File: config.mk
export PLATFORM = sky130hd
export DESIGN_NAME = tcms_classify
export DESIGN_NICKNAME = d
export VERILOG_FILES = /design/src/design/tcms_pkg.sv /design/src/design/tcms_classify.sv
export SDC_FILE = /design/constraint.sdc
export NUM_CORES = 1
export LEC_CHECK = 0
export BUFFER_PORTS_ARGS = -buffer_cell sky130_fd_sc_hd__clkbuf_2
export CAP_MARGIN = 0
export CORE_UTILIZATION = 41
export DETAILED_ROUTE_END_ITERATION = 8
export PLACE_DENSITY = 0.78
export SETUP_SLACK_MARGIN = 0.15
export SLEW_MARGIN = 15
export SYNTH_ARGS = -nofsm -noshare
export SYNTH_HDL_FRONTEND = slang
export SYNTH_SLANG_ARGS = --single-unit
File: constraint.sdc
create_clock -name vclk -period 4.1
set_input_delay 1.025 -clock vclk [all_inputs]
set_output_delay 1.025 -clock vclk [all_outputs]
set_load 0.01 [all_outputs]
File: src/design/tcms_pkg.sv
`timescale 1ns / 1ps
// Types, constants and the ordering function for the multi-key record sorter.
// Used by the interfaces, the classifier, the sort cell and the top level.
package tcms_pkg;

  localparam int MAX_RECORDS_DEF = 32;
  localparam int ID_W    = 32;
  localparam int SCORE_W = 8;
  localparam int GROUP_W = 2;
  localparam int CNT_W   = 6;
  localparam int TOTAL_W = SCORE_W + 1;
  localparam int CFG_IDX_W = 1;
  localparam int CFG_DATA_W = 8;

  localparam logic [CFG_IDX_W-1:0] REG_LOW_LINE  = 1'b0;
  localparam logic [CFG_IDX_W-1:0] REG_HIGH_LINE = 1'b1;

  localparam logic [GROUP_W-1:0] GRP_BOTH_HIGH  = 2'd0;
  localparam logic [GROUP_W-1:0] GRP_FIRST_HIGH = 2'd1;
  localparam logic [GROUP_W-1:0] GRP_FIRST_GE   = 2'd2;
  localparam logic [GROUP_W-1:0] GRP_OTHER      = 2'd3;

  localparam logic [CFG_DATA_W-1:0] LOW_LINE_RST  = 8'd60;
  localparam logic [CFG_DATA_W-1:0] HIGH_LINE_RST = 8'd80;

  typedef struct packed {
    logic [ID_W-1:0]    id;
    logic [SCORE_W-1:0] first;
    logic [SCORE_W-1:0] second;
    logic [GROUP_W-1:0] group;
  } rec_t;

  typedef struct packed {
    logic ins_en;
    logic shift_en;
    logic clr;
  } cell_ctl_t;

  typedef enum logic [2:0] {
    ST_LOAD  = 3'b001,
    ST_COUNT = 3'b010,
    ST_DRAIN = 3'b100
  } state_t;

  function automatic logic goes_before(input rec_t x, input rec_t y);
    logic [TOTAL_W-1:0] tx;
    logic [TOTAL_W-1:0] ty;
    logic               res;
    tx = {1'b0, x.first} + {1'b0, x.second};
    ty = {1'b0, y.first} + {1'b0, y.second};
    if (x.group != y.group) begin
      res = (x.group < y.group);
    end else if (tx != ty) begin
      res = (tx > ty);
    end else if (x.first != y.first) begin
      res = (x.first > y.first);
    end else begin
      res = (x.id < y.id);
    end
    return res;
  endfunction

endpackage

File: src/design/tcms_classify.sv
`timescale 1ns / 1ps
// Admission check and group decision for one incoming record.
// Depends on tcms_pkg.
module tcms_classify import tcms_pkg::*; (
  input  logic [SCORE_W-1:0]    first,
  input  logic [SCORE_W-1:0]    second,
  input  logic [CFG_DATA_W-1:0] low_line,
  input  logic [CFG_DATA_W-1:0] high_line,
  output logic                  admit,
  output logic [GROUP_W-1:0]    group
);

  always_comb begin
    admit = (first >= low_line) && (second >= low_line);
    priority if ((first >= high_line) && (second >= high_line)) begin
      group = GRP_BOTH_HIGH;
    end else if (first >= high_line) begin
      group = GRP_FIRST_HIGH;
    end else if (first >= second) begin
      group = GRP_FIRST_GE;
    end else begin
      group = GRP_OTHER;
    end
  end

endmodule

==> metrics.cfg <==
[worst_hold_path]
min_path_type=in2out
count_of_cells_along_the_worst_hold_path=4
hold_path.startpoint=first[7]
worst_hold_path.endpoint=group[1]

[worst_setup_path]
crit_type=in2out
endpoint_kind=primary output
critPathArrivalTime_ns=2.56
critPathLaunchType=input port
required_ns=3.07
path_max_fanout=3

[synthesis]
netlist_instances=114
synth_simple_gate_area_frac=0.153
synth.yosys.seq_area_share=0
synth-compound-area-share=0.208
synth_area_leader_cell=sky130_fd_sc_hd__ha_1
yosysUniqueCellTypes=20
ys_top_cells_by_count=sky130_fd_sc_hd__ha_1, sky130_fd_sc_hd__inv_1, sky130_fd_sc_hd__a21oi_1, sky130_fd_sc_hd__a21o_1, sky130_fd_sc_hd__nand4_1
synth_area_leaders=sky130_fd_sc_hd__ha_1, sky130_fd_sc_hd__inv_1, sky130_fd_sc_hd__a21oi_1
synth.top_cell.area_share=0.533
synth_top_family_by_area=adder cells
synth.area.mux_share=0.0107
synth_fp_nets=186
synth.avg_cell_area_um2=8.24
yosys_warnings=0
yosys.cell_count.top_type=sky130_fd_sc_hd__ha_1
post_synth_xor_area_fraction=0
netlist_area_before_placement_um2=940
post_synth_fa_ha_maj_area_fraction=0.533

[finish]
area_growth_syn_to_layout_pct=22.2
layout.nets=223
multiInputGateArea_um2=850
num-fill-cells=213
layout-drive-gt1-share=0.262
postLayoutCoreUtil=0.557
n_clock_buffer=0
register_area_um2=0
antennaDiodeCount=0
layout.sequential_cells=0

[clock_tree]
cts-resized-gates=0
hold_buffers=0
post_cts_buffers=0

[drt]
drt-total-wl_um=2050
drtPass1Iterations=4
routed_wire_length_per_instance_um=11.6
detailed_route_drc_error_count=0
vias=918
drt_first_iter_violations=8
detail_route.vias_per_cell=5.22
postRouteAntennaNets=0

[sta]
finalHoldViolations=0
final_number_of_max_transition_violations=0
finalHoldWorstSlack_ns=2.54
least_margin_pin_slew_ns=0.346
final.setup.tns_ns=0
max_freq_ghz=0.279
finalSetupViolCount=0
grt_setup_unrepaired=false
fin_crit_ns=3.59
period_share=0.875
timing.slew.headroom=0.767

[power]
vdd_drop_max_mv=0.0555
power.static_leakage_uw=0.000719
power_uw=116
cellPowerDensity_nw_per_um2=101

[floorplan]
overall_die_area_um2=2490
die_w_um=49.9
die_height_um=49.9
rows=16
start_util=0.456
core_area_um2=2060
io-pin-count=35

[placed_design]
gp_congestion=0.771
portBuffers=35
dpl.hpwl_um=1930

[grt]
grt_max_degree=4
vias_in_the_first_global_route=925
grt_antenna_before_repair=0
global_route.overflow_total=0
grt_util_all_layers=0.181
global_route_wire_length_before_repair_um=3660

[job]
max_cap_viol_count=0

[status]
result_of_the_run=complete, no violations

==> worst max-delay path by stage <==
stage / to / startpoint
3_3_place_gp: group[0] / first[0]
5_1_grt: group[0] / first[0]
6_report: group[0] / first[0]
3_5_place_dp: group[0] / first[0]
4_1_cts: group[0] / first[0]
2_1_floorplan: group[0] / first[0]
==> metal layers <==
| layer | wire length, um | vias to the layer above | global-route usage |
|---|---|---|---|
| met3 | 107 | 2 | 0.0123 |
| met5 | 0 | - | 0 |
| met2 | 1060 | 33 | 0.365 |
| met4 | 4 | 0 | 0.0190 |
| met1 | 875 | 402 | 0.207 |
| li1 | - | 481 | - |
==> logic make-up (layout without fill, tap and decap cells) <==
logic type               after synthesis  count (layout)
AO/OA/AOI/OAI                         27              27
AND/OR/NAND/NOR                       22              22
adder cells (fa/ha/maj)               40              40
multiplexers                           1               1
buffers and inverters                 24              59
==> critical path, stage by stage <==
cell	delay, ns
sky130_fd_sc_hd__clkbuf_2	0.08
sky130_fd_sc_hd__inv_1	0.06
sky130_fd_sc_hd__ha_1	0.29
sky130_fd_sc_hd__nand2b_4	0.14
sky130_fd_sc_hd__a2111oi_4	0.34
sky130_fd_sc_hd__nor3_2	0.09
sky130_fd_sc_hd__nor3_4	0.18
sky130_fd_sc_hd__mux2i_1	0.20
sky130_fd_sc_hd__clkbuf_2	0.15
==> cell usage in the layout, fill, tap and decap left out, types with 3 or more instances in the layout <==
cell type / n
sky130_fd_sc_hd__ha_1: 40
sky130_fd_sc_hd__clkbuf_2: 35
sky130_fd_sc_hd__inv_1: 24
sky130_fd_sc_hd__a21oi_1: 9
sky130_fd_sc_hd__nand4_1: 6
sky130_fd_sc_hd__a21o_1: 6
sky130_fd_sc_hd__nand2b_1: 4
sky130_fd_sc_hd__o21a_1: 3
sky130_fd_sc_hd__nor2_1: 3
sky130_fd_sc_hd__o21ai_0: 3
==> where the power goes <==
group / switching [uW] / total [uW] / internal, uW
sequential: 0 / 0 / 0
combinational: 58.2 / 116 / 57.9
clock: 0 / 0 / 0
==> per-stage QoR <==
stage | cell area (um2) | instances | setup slack, ns
6_report | 1150 | 176 | 0.514
2_1_floorplan | 940 | 114 | 0.623
3_3_place_gp | 1150 | 176 | 0.535
4_1_cts | 1150 | 176 | 0.501
3_5_place_dp | 1150 | 176 | 0.502
5_1_grt | 1150 | 176 | 0.378
==> layout make-up <==
cell class                 instances  area share
multi-input combinational         90       0.740
tap                               27      0.0294
inverter                          24      0.0784
timing repair buffer              35       0.153
Note: power is estimated with default switching activity, not from simulation.
