$ cat src/design/tcms_pkg.sv
`timescale 1ns / 1ps
// Types, constants and the ordering function for the multi-key record sorter.
// Used by the interfaces, the classifier, the sort cell and the top level.
package tcms_pkg;

  localparam int MAX_RECORDS_DEF = 32;
  localparam int ID_W    = 32;
  localparam int SCORE_W = 8;
  localparam int GROUP_W = 2;
  localparam int CNT_W   = 6;
  localparam int TOTAL_W = SCORE_W + 1;
  localparam int CFG_IDX_W = 1;
  localparam int CFG_DATA_W = 8;

  localparam logic [CFG_IDX_W-1:0] REG_LOW_LINE  = 1'b0;
  localparam logic [CFG_IDX_W-1:0] REG_HIGH_LINE = 1'b1;

  localparam logic [GROUP_W-1:0] GRP_BOTH_HIGH  = 2'd0;
  localparam logic [GROUP_W-1:0] GRP_FIRST_HIGH = 2'd1;
  localparam logic [GROUP_W-1:0] GRP_FIRST_GE   = 2'd2;
  localparam logic [GROUP_W-1:0] GRP_OTHER      = 2'd3;

  localparam logic [CFG_DATA_W-1:0] LOW_LINE_RST  = 8'd60;
  localparam logic [CFG_DATA_W-1:0] HIGH_LINE_RST = 8'd80;

  typedef struct packed {
    logic [ID_W-1:0]    id;
    logic [SCORE_W-1:0] first;
    logic [SCORE_W-1:0] second;
    logic [GROUP_W-1:0] group;
  } rec_t;

  typedef struct packed {
    logic ins_en;
    logic shift_en;
    logic clr;
  } cell_ctl_t;

  typedef enum logic [2:0] {
    ST_LOAD  = 3'b001,
    ST_COUNT = 3'b010,
    ST_DRAIN = 3'b100
  } state_t;

  function automatic logic goes_before(input rec_t x, input rec_t y);
    logic [TOTAL_W-1:0] tx;
    logic [TOTAL_W-1:0] ty;
    logic               res;
    tx = {1'b0, x.first} + {1'b0, x.second};
    ty = {1'b0, y.first} + {1'b0, y.second};
    if (x.group != y.group) begin
      res = (x.group < y.group);
    end else if (tx != ty) begin
      res = (tx > ty);
    end else if (x.first != y.first) begin
      res = (x.first > y.first);
    end else begin
      res = (x.id < y.id);
    end
    return res;
  endfunction

endpackage

$ cat src/design/tcms_cell.sv
`timescale 1ns / 1ps
// One cell of the sorted chain: holds a record, compares against the broadcast
// record and shifts to/from its neighbors. Depends on tcms_pkg.
module tcms_cell import tcms_pkg::*; (
  input  logic      clk,
  input  logic      rst_n,
  input  cell_ctl_t ctl,
  input  rec_t      new_rec,
  input  rec_t      prev_data,
  input  logic      prev_valid,
  input  logic      prev_ins,
  input  rec_t      next_data,
  input  logic      next_valid,
  output rec_t      data,
  output logic      valid,
  output logic      ins
);

  rec_t data_r, data_nxt;
  logic valid_r, valid_nxt;

  assign ins   = !valid_r || goes_before(new_rec, data_r);
  assign data  = data_r;
  assign valid = valid_r;

  always_comb begin
    data_nxt  = data_r;
    valid_nxt = valid_r;
    if (ctl.clr) begin
      valid_nxt = 1'b0;
    end else if (ctl.shift_en) begin
      data_nxt  = next_data;
      valid_nxt = next_valid;
    end else if (ctl.ins_en && ins) begin
      if (prev_ins) begin
        data_nxt  = prev_data;
        valid_nxt = prev_valid;
      end else begin
        data_nxt  = new_rec;
        valid_nxt = 1'b1;
      end
    end
  end

  always_ff @(posedge clk) begin
    data_r <= data_nxt;
    if (!rst_n) begin
      valid_r <= 1'b0;
    end else begin
      valid_r <= valid_nxt;
    end
  end

endmodule

$ cat config.mk
export PLATFORM = sky130hd
export DESIGN_NAME = tcms_cell
export DESIGN_NICKNAME = d
export VERILOG_FILES = /design/src/design/tcms_pkg.sv /design/src/design/tcms_cell.sv
export SDC_FILE = /design/constraint.sdc
export NUM_CORES = 1
export LEC_CHECK = 0
export BUFFER_PORTS_ARGS = -buffer_cell sky130_fd_sc_hd__clkbuf_2
export CORE_MARGIN = 2
export CORE_UTILIZATION = 46
export DETAILED_ROUTE_END_ITERATION = 8
export GPL_ROUTABILITY_DRIVEN = 1
export PLACE_DENSITY = 0.82
export SYNTH_ARGS = -nofsm -noshare
export SYNTH_HDL_FRONTEND = slang
export SYNTH_SLANG_ARGS = --single-unit
$ cat constraint.sdc
create_clock -name clk -period 6.75 [get_ports clk]
set_clock_uncertainty 0.15 [all_clocks]
set_input_delay 0.3375 -clock clk [delete_from_list [all_inputs] [get_ports clk]]
set_output_delay 0.3375 -clock clk [all_outputs]
set_load 0.005 [all_outputs]
==> run summary, run 1 <==
initial antenna violation count: 0
CTS Hold Bufs: 0
post-CTS sizing: 0
CTS Root Buffer Type: clkbuf_8
PD cells: 164 nW/µm²
average cell area after synthesis: 9.38 µm²
I/O pin total: 210
number of antenna diodes: 0
RSZ-0062 raised after global routing: false
post-synthesis sequential area ratio: 34.9%
grt total ovfl: 0
area of the mapped netlist: 4350 µm²
DR vias/cell: 5.35
syn nets: 690
register bit count reported by yosys: 51
Synth top area share: 34.5%
CTS Buf Count: 5
Clock Path Buffers: 2
outcome: complete, no violations
layout cells sized above 1: 33.0%
P&R area growth vs syn: 28.0%
WL/cell: 15.4 µm
final hold vios: 0
Synth area leaders: edfxtp_1 (34%), ha_1 (19%), mux2i_1 (11%), o21ai_0 (7.1%), nand2_1 (5.3%)
Max-cap violations: 0
CTS tree: built
Crit Path Max Fanout: 29
Total Wirelength: 12.0 mm
Slew Viols, Final: 0
Die H: 101 µm
hold crit path type: primary input to flop
post-route minimum period: 4.78 ns
Lkg Pwr: 2.94 nW
Post-CTS Setup Repair Bufs: 0
Skew-Pair Late Insertion Delay: 0.30 ns
Global Route Usage Sum: 23.3%
Worst EP required: 6.57 ns
Clock transition at path regs: 0.09 ns
hpwl dp: 9.89 mm
Pre-antenna DRT Iters: 4
initial DRC count: 83
Final setup violation count: 0
routability cong.: 0.926
Crit. End Element: flop
clk sinks: 51
number of global-route vias before repair: 4204
core outline area: 9200 µm²
Ys Warns: 0
final core occ: 60.6%
Die Wd: 101 µm
first-pass GRT wire length: 18.9 mm
startpoint class of the critical path: flop
hold slack: 0.110 ns
headroom to the max-slew limit: 40.6%
antenna violation net count after detailed routing: 0
Starting Density: 47.3%
Unique masters post-synth: 35
largest net degree at the start of global routing: 104
row cnt: 35
worst path arrival time: 4.59 ns
Setup Crit Path Kind: flop to flop
fillcell total: 804
Fmax achieved: 0.209 GHz
register area: 1520 µm²
residual DRC count: 0
Sum Neg Setup Slack: 0 ns
via count: 4159
final period utilization: 70.8%
port bufs: 209
largest area contributor in the netlist: edfxtp_1
Final #Nets: 892
peak supply drop: 0.0000902 V
htree depth: 2
multi-input logic area: 2570 µm²
die area: 10300 µm²
Worst-Margin Slew: 0.891 ns
Post-Synthesis Cells: 464
area by class of cell:
class	count	area share (%)
Clock buffer	6	1.30
Timing Repair Buffer	212	19.2
Tap cell	111	2.49
Sequential cell	51	27.3
Inverter	52	3.50
Multi-Input combinational cell	344	46.1
Clock inverter	2	0.135
cells in the final DEF, fill, tap and decap left out, types with 3 or more instances in the layout:
master,synthesis,final
clkbuf_2,0,207
ha_1,66,66
nand2_1,62,62
o21ai_0,62,62
inv_1,52,52
mux2i_1,50,50
edfxtp_1,50,50
a21oi_1,27,27
nor2_1,9,9
xnor2_1,7,7
nand3_1,7,7
nand4_1,7,7
a21o_1,6,6
nand2b_1,5,5
a211oi_1,5,5
clkbuf_8,0,5
xor2_1,4,4
nor2b_1,4,4
o211ai_1,3,3
buf_4,0,3
state kept, by name, summed over array words and instances, names as in the netlist:
| register | cells |
|---|---|
| data | 50 |
| valid | 1 |
synth_stat cells:
master	count
ha_1	66
nand2_1	62
o21ai_0	62
inv_1	52
edfxtp_1	50
mux2i_1	50
a21oi_1	27
clkbuf_1	12
nor2_1	9
nand3_1	7
nand4_1	7
xnor2_1	7
a21o_1	6
a211oi_1	5
buf_2	5
nand2b_1	5
nor2b_1	4
xor2_1	4
o211ai_1	3
a211o_1	2
a21boi_0	2
fa_1	2
nor4_1	2
o21bai_1	2
a2111oi_2	1
a22o_1	1
a41o_1	1
and3_1	1
and4b_1	1
dfxtp_1	1
nor3_1	1
nor4b_1	1
o2111ai_2	1
o21ai_1	1
o221ai_1	1
final timing paths:
path                 startpoint            endpoint  slack (ns)  cells past startpoint
min reg2reg  valid$_SDFFE_PP0P_  valid$_SDFFE_PP0P_        0.50                      4
max          data[10]$_DFFE_PP_   data[3]$_DFFE_PP_        1.97                     17
max reg2reg  data[10]$_DFFE_PP_   data[3]$_DFFE_PP_        1.97                     17
min                       rst_n  valid$_SDFFE_PP0P_        0.11                      3
worst max-delay path, stage by stage (launching register included):
cell and delay, ns:
edfxtp_1 0.44, ha_1 0.22, inv_1 0.07, fa_1 0.20
nor2b_1 0.06, o21ai_0 0.24, a21oi_1 0.12, o21ai_0 0.18
nand2b_1 0.11, xnor2_1 0.16, ha_1 0.33, nand4_1 0.15
nor3_1 0.24, o2111ai_2 0.14, nor4b_1 0.37, a41o_1 0.27
a22o_2 0.49, buf_4 0.47
power by group:
part           internal [mW]  switching (mW)  leakage (nW)
Combinational          0.157           0.180          2.40
Sequential             0.383          0.0164         0.498
Clock                 0.0713           0.105        0.0403
kinds of logic after synthesis:
logic type | Yosys count | synth area share [%]
and+or+nand+nor | 100 | 10.2
xor gates and xnor gates | 11 | 2.21
DFF | 51 | 34.9
buffers and inverters | 69 | 6.09
adders and majority gates | 68 | 19.9
AOI/OAI and AO/OA | 115 | 15.2
muxes | 50 | 11.5
routing by layer:
layer	track usage, %	share of wire [%]	vias up
li1	-	-	2072
met1	26.8	41	1906
met2	42.0	51	152
met3	5.38	6.1	29
met4	8.73	2.8	0
met5	0	0	-
through the flow:
stage          cell area (µm²)  cells  power, mW  setup slack [ns]
3_5_place_dp              5490    770      0.741              1.71
2_1_floorplan             4350    464      0.602              1.94
6_report                  5570    778      0.913              1.97
3_3_place_gp              5490    770      0.722              2.00
5_1_grt                   5570    778      0.975              1.57
4_1_cts                   5570    778      0.917              1.97
Power figures use the tool's default switching activity.
==> run 2: changes to the inputs <==
==> constraint.sdc (replaced) <==
create_clock -name clk -period 4.97 [get_ports clk]
set_clock_uncertainty 0.15 [all_clocks]
set_input_delay 0.2485 -clock clk [delete_from_list [all_inputs] [get_ports clk]]
set_output_delay 0.2485 -clock clk [all_outputs]
set_load 0.005 [all_outputs]
==> run 2 against run 1 <==
  * Flip-flop and latch count is the same
  * Highest routed layer unchanged
  * Sequential share of layout area unchanged
  * Largest power group unchanged
  * Non-clock buffer count is 1 lower
==> run summary, run 2 (synthesized netlist as in run 1, its figures left out) <==
outcome: complete, no violations
Die Wd: 101 µm
CTS Root Buffer Type: clkbuf_8
Max-cap violations: 0
Total Power: 1.24 mW
Buf/Inv on CP: 1
via count: 4107
first-pass GRT wire length: 19.0 mm
Die H: 101 µm
CTS tree: built
Pre-antenna DRT Iters: 5
CTS Hold Bufs: 0
Final #Nets: 891
clk sinks: 51
hpwl dp: 9.87 mm
Worst-Margin Slew: 0.846 ns
RSZ-0062 raised after global routing: false
grt total ovfl: 0
largest net degree at the start of global routing: 103
Clk pwr share: 19.4%
WL/cell: 15.6 µm
Flop pwr share: 43.8%
Crit. End Element: flop
final period utilization: 91.9%
number of antenna diodes: 0
Lkg Pwr: 2.93 nW
worst path arrival time: 4.36 ns
Post-CTS Setup Repair Bufs: 0
htree depth: 2
Slew Viols, Final: 0
final hold vios: 0
die area: 10300 µm²
row cnt: 35
Crit Path Max Fanout: 50
CTS Buf Count: 5
layout cells sized above 1: 32.9%
Setup Crit Path Kind: flop to flop
Clock transition at path regs: 0.10 ns
Final setup violation count: 0
Worst EP required: 4.76 ns
residual DRC count: 0
number of global-route vias before repair: 4227
multi-input logic area: 2580 µm²
startpoint class of the critical path: flop
P&R area growth vs syn: 28.0%
initial DRC count: 115
Clock Path Buffers: 2
peak supply drop: 0.000110 V
core outline area: 9200 µm²
CP max-delay cell: a22o_4
headroom to the max-slew limit: 43.6%
P_sw: 0.407 mW
Skew-Pair Late Insertion Delay: 0.30 ns
PD cells: 222 nW/µm²
post-route minimum period: 4.57 ns
fillcell total: 785
Sw Share: 32.9%
hold slack: 0.0241 ns
max FFs per register: 50
Global Route Usage Sum: 23.2%
commonest cells after routing, fill and taps aside: clkbuf_2 (207), ha_1 (66), nand2_1 (62), o21ai_0 (62), inv_1 (52)
Comb power frac: 36.8%
post-CTS sizing: 0
Total Wirelength: 12.1 mm
routability cong.: 0.973
register area: 1520 µm²
Fmax achieved: 0.219 GHz
antenna violation net count after detailed routing: 0
Int Power: 0.829 mW
DR vias/cell: 5.29
crit-path cells: ha_1 -> inv_1 -> fa_1 -> nor2b_1 -> o21ai_0 -> a21oi_1 -> o21ai_0 -> nand2b_1 -> xnor2_1 -> ha_1 -> nand4_1 -> nor3_1 -> o2111ai_2 -> nor4b_1 -> a41o_1 -> a22o_4
I/O pin total: 210
hold crit path type: primary input to flop
Worst path top cell family by delay: compound AO/OA/AOI/OAI gates
port bufs: 209
initial antenna violation count: 0
Sum Neg Setup Slack: 0 ns
CP max stage delay: 0.58 ns
Starting Density: 47.3%
commonest non-fill, non-tap cell in the layout: clkbuf_2
==> run 2: changes by cell type in the layout (fill, tap and decap cells not counted), sizes merged <==
cell,before,now
buf,5,4
==> run 2: routing by layer <==
| layer | global-route usage, % | vias up | part of all wire (%) |
|---|---|---|---|
| li1 | - | 2071 | - |
| met1 | 25.5 | 1843 | 40 |
| met2 | 44.0 | 167 | 51 |
| met3 | 5.31 | 26 | 7.0 |
| met4 | 6.96 | 0 | 2.2 |
| met5 | 0 | - | 0 |
==> run 2: cell type report <==
class / instances / area share (%)
clock buffers: 6 / 1.30
flip-flops and latches: 51 / 27.3
repair buffers: 211 / 19.0
well taps: 111 / 2.49
clock inverters: 2 / 0.135
multi-input cells: 344 / 46.2
inverters: 52 / 3.50
==> run 2: worst min-delay path: cells and delay by family <==
kind,cells,cell delay (ns)
buf+inv,1,0.08
simple gates,1,0.07
compound gates,1,0.04
==> run 2: per-stage QoR <==
stage | util, % | cells | setup slack, ns | instance area, µm²
floorplan | - | 464 | 0.246 | 4350
global placement | 59.6 | 769 | 0.263 | 5490
detailed placement | 59.6 | 769 | -0.0611 | 5490
CTS | 60.5 | 777 | 0.00784 | 5570
global route | 60.6 | 777 | 0.111 | 5570
finish | 60.6 | 777 | 0.400 | 5570
==> run 2: final timing paths <==
kind,startpoint,endpoint,slack (ns),depth (start not counted)
hold reg to reg,valid$_SDFFE_PP0P_,valid$_SDFFE_PP0P_,0.52,4
setup / recovery,data[10]$_DFFE_PP_,data[35]$_DFFE_PP_,0.40,16
hold / removal,rst_n,valid$_SDFFE_PP0P_,0.02,3
setup reg to reg,data[10]$_DFFE_PP_,data[35]$_DFFE_PP_,0.40,16
==> run 2: power groups by stage <==
stage                     Clock (mW)  Combinational (mW)  Sequential (mW)
after floorplan                    0               0.266            0.551
after global placement             0               0.428            0.551
after detailed placement           0               0.451            0.553
after CTS                      0.247               0.454            0.543
after global routing           0.260               0.513            0.546
final                          0.239               0.455            0.542
==> run 3: changes to the inputs <==
--- a/config.mk
+++ b/config.mk
@@ -7,10 +7,12 @@
 export LEC_CHECK = 0
 export BUFFER_PORTS_ARGS = -buffer_cell sky130_fd_sc_hd__clkbuf_2
 export CORE_MARGIN = 2
-export CORE_UTILIZATION = 46
+export CORE_UTILIZATION = 49
+export CTS_BUF_LIST = sky130_fd_sc_hd__clkbuf_4
 export DETAILED_ROUTE_END_ITERATION = 8
 export GPL_ROUTABILITY_DRIVEN = 1
-export PLACE_DENSITY = 0.82
+export GPL_TIMING_DRIVEN = 0
+export PLACE_DENSITY = 0.86
 export SYNTH_ARGS = -nofsm -noshare
 export SYNTH_HDL_FRONTEND = slang
 export SYNTH_SLANG_ARGS = --single-unit
==> run 3 against run 2 <==
  * Flip-flop and latch count unchanged
  * Register-to-register slack about the same
  * Clock power decreased by 15%
  * Combinational power increased by 3%
  * Final area increased by 3.5%
  * Die area decreased by 5.9%
  * Sequential share of layout area decreased by 0.93 points
==> run summary, run 3 (synthesized netlist as in run 1, its figures left out) <==
outcome: complete, no violations
Hold Crit Depth: 3
headroom to the max-slew limit: 60.9%
CTS tree: built
Worst EP required: 4.89 ns
Final #Nets: 921
number of antenna diodes: 0
placed cell area: 5550 µm²
Buf/Inv on CP: 2
# placed instances: 781
Finished Cell Area: 5770 µm²
initial antenna violation count: 0
crit-path cells: ha_1 -> inv_1 -> fa_1 -> nor2b_1 -> o21ai_0 -> a21oi_1 -> o21ai_0 -> nand2b_1 -> xnor2_1 -> ha_1 -> nand4_1 -> nor3_1 -> o2111ai_2 -> nor4b_1 -> a41o_1 -> a22o_4 -> buf_12
core outline area: 8680 µm²
Lkg Pwr: 3.02 nW
Clock transition at path regs: 0.15 ns
Worst-Margin Slew: 0.586 ns
Skew-Pair Late Insertion Delay: 0.36 ns
Final setup violation count: 0
port bufs: 208
P&R area growth vs syn: 32.5%
Max-cap violations: 0
commonest non-fill, non-tap cell in the layout: clkbuf_2
Starting Density: 50.2%
worst path arrival time: 4.48 ns
startpoint class of the critical path: flop
htree depth: 2
final hold vios: 0
number of global-route vias before repair: 4630
Die Wd: 98.3 µm
Crit Path Max Fanout: 31
routability cong.: 0.956
hold path startpoint: next_data[45]
Worst Hold Path EP: data[45]$_DFFE_PP_
commonest cells after routing, fill and taps aside: clkbuf_2 (208), ha_1 (66), nand2_1 (62), o21ai_0 (62), inv_1 (52)
grt total ovfl: 0
clk sinks: 51
largest net degree at the start of global routing: 32
Pre-antenna DRT Iters: 5
Die H: 98.3 µm
WL/cell: 16.1 µm
Total Power: 1.21 mW
reg2reg setup slack: 0.41 ns
reg-to-reg endpoint: data[35]$_DFFE_PP_
final period utilization: 91.8%
max FFs per register: 50
layout cells sized above 1: 32.3%
DR vias/cell: 5.41
row cnt: 34
Setup Crit Path Kind: flop to flop
hold slack: 0.0229 ns
Slew Viols, Final: 0
CTS Buf Count: 5
Crit. End Element: flop
fillcell total: 720
antenna violation net count after detailed routing: 0
worst r2r src: data[10]$_DFFE_PP_
Post-Layout Cell Count: 804
post-route minimum period: 4.56 ns
I/O pin total: 210
Worst path top cell family by delay: compound AO/OA/AOI/OAI gates
PD cells: 210 nW/µm²
Total Wirelength: 13.0 mm
residual DRC count: 0
first-pass GRT wire length: 20.9 mm
Global Route Usage Sum: 26.7%
hpwl dp: 10.5 mm
Sum Neg Setup Slack: 0 ns
CP max stage delay: 0.47 ns
Fmax achieved: 0.219 GHz
hold crit path type: primary input to flop
Worst R2R Path Depth: 17
via count: 4347
CTS Root Buffer Type: clkbuf_4
initial DRC count: 120
peak supply drop: 0.000116 V
Clock Path Buffers: 2
CP Depth: 17
CP max-delay cell: edfxtp_1
die area: 9660 µm²
==> run 3: cell count changes in the layout (fill, tap and decap cells not counted), sizes merged <==
cell and change:
clkbuf +15, buf +2, clkinv -2, dlygate4sd3 +15
==> run 3: worst max-delay path by stage <==
stage / start / to / slack (ns)
finish: data[10]$_DFFE_PP_ / data[35]$_DFFE_PP_ / 0.41
CTS: data[10]$_DFFE_PP_ / data[35]$_DFFE_PP_ / 0.23
detailed placement: new_rec[2] / data[30]$_DFFE_PP_ / 0.18
global route: data[10]$_DFFE_PP_ / data[26]$_DFFE_PP_ / -0.003
floorplan: new_rec[2] / data[0]$_DFFE_PP_ / 0.25
global placement: new_rec[10] / data[16]$_DFFE_PP_ / -0.76
==> run 3: power breakdown <==
part | total [mW] | leakage [nW] | internal, mW | switching, mW
logic | 0.470 | 2.49 | 0.222 | 0.248
registers | 0.542 | 0.498 | 0.520 | 0.0227
clock network | 0.202 | 0.0368 | 0.0732 | 0.129
==> run 3: through the flow <==
| stage | setup slack (ns) | utilization (%) |
|---|---|---|
| floorplan | 0.246 | - |
| finish | 0.406 | 66.5 |
| detailed placement | 0.185 | 64.0 |
| global route | -0.00252 | 66.5 |
| global placement | -0.763 | 63.7 |
| CTS | 0.232 | 66.3 |
==> run 3: tightest hold or removal path, cell delays in order <==
cell	delay [ns]
clkbuf_2	0.07
nand2_1	0.04
o21ai_0	0.06
==> run 3: metal layers <==
layer  global-route usage (%)  part of all wire (%)  up-vias
li1                         -                     -     2130
met5                        0                     0        -
met4                     8.54                   2.1        0
met2                     49.8                    52      206
met1                     30.8                    38     1984
met3                     4.58                   7.4       27
==> run 3: layout make-up <==
| type | count | area, µm² | share of cell area (%) |
|---|---|---|---|
| inverter | 52 | 195 | 3.38 |
| multi-input combinational | 344 | 2580 | 44.7 |
| buffer | 17 | 70.1 | 1.21 |
| clock buffer | 8 | 60.1 | 1.04 |
| sequential | 51 | 1520 | 26.4 |
| timing repair buffer | 224 | 1210 | 21.0 |
| tap | 108 | 135 | 2.34 |
==> run 3: repair_timing <==
action	in CTS	in global routing
resized for setup	0	1
endpoints found under the setup margin	0	31
buffers inserted	0	0
hold buffers	14	1
hold endpoints to repair	14	1
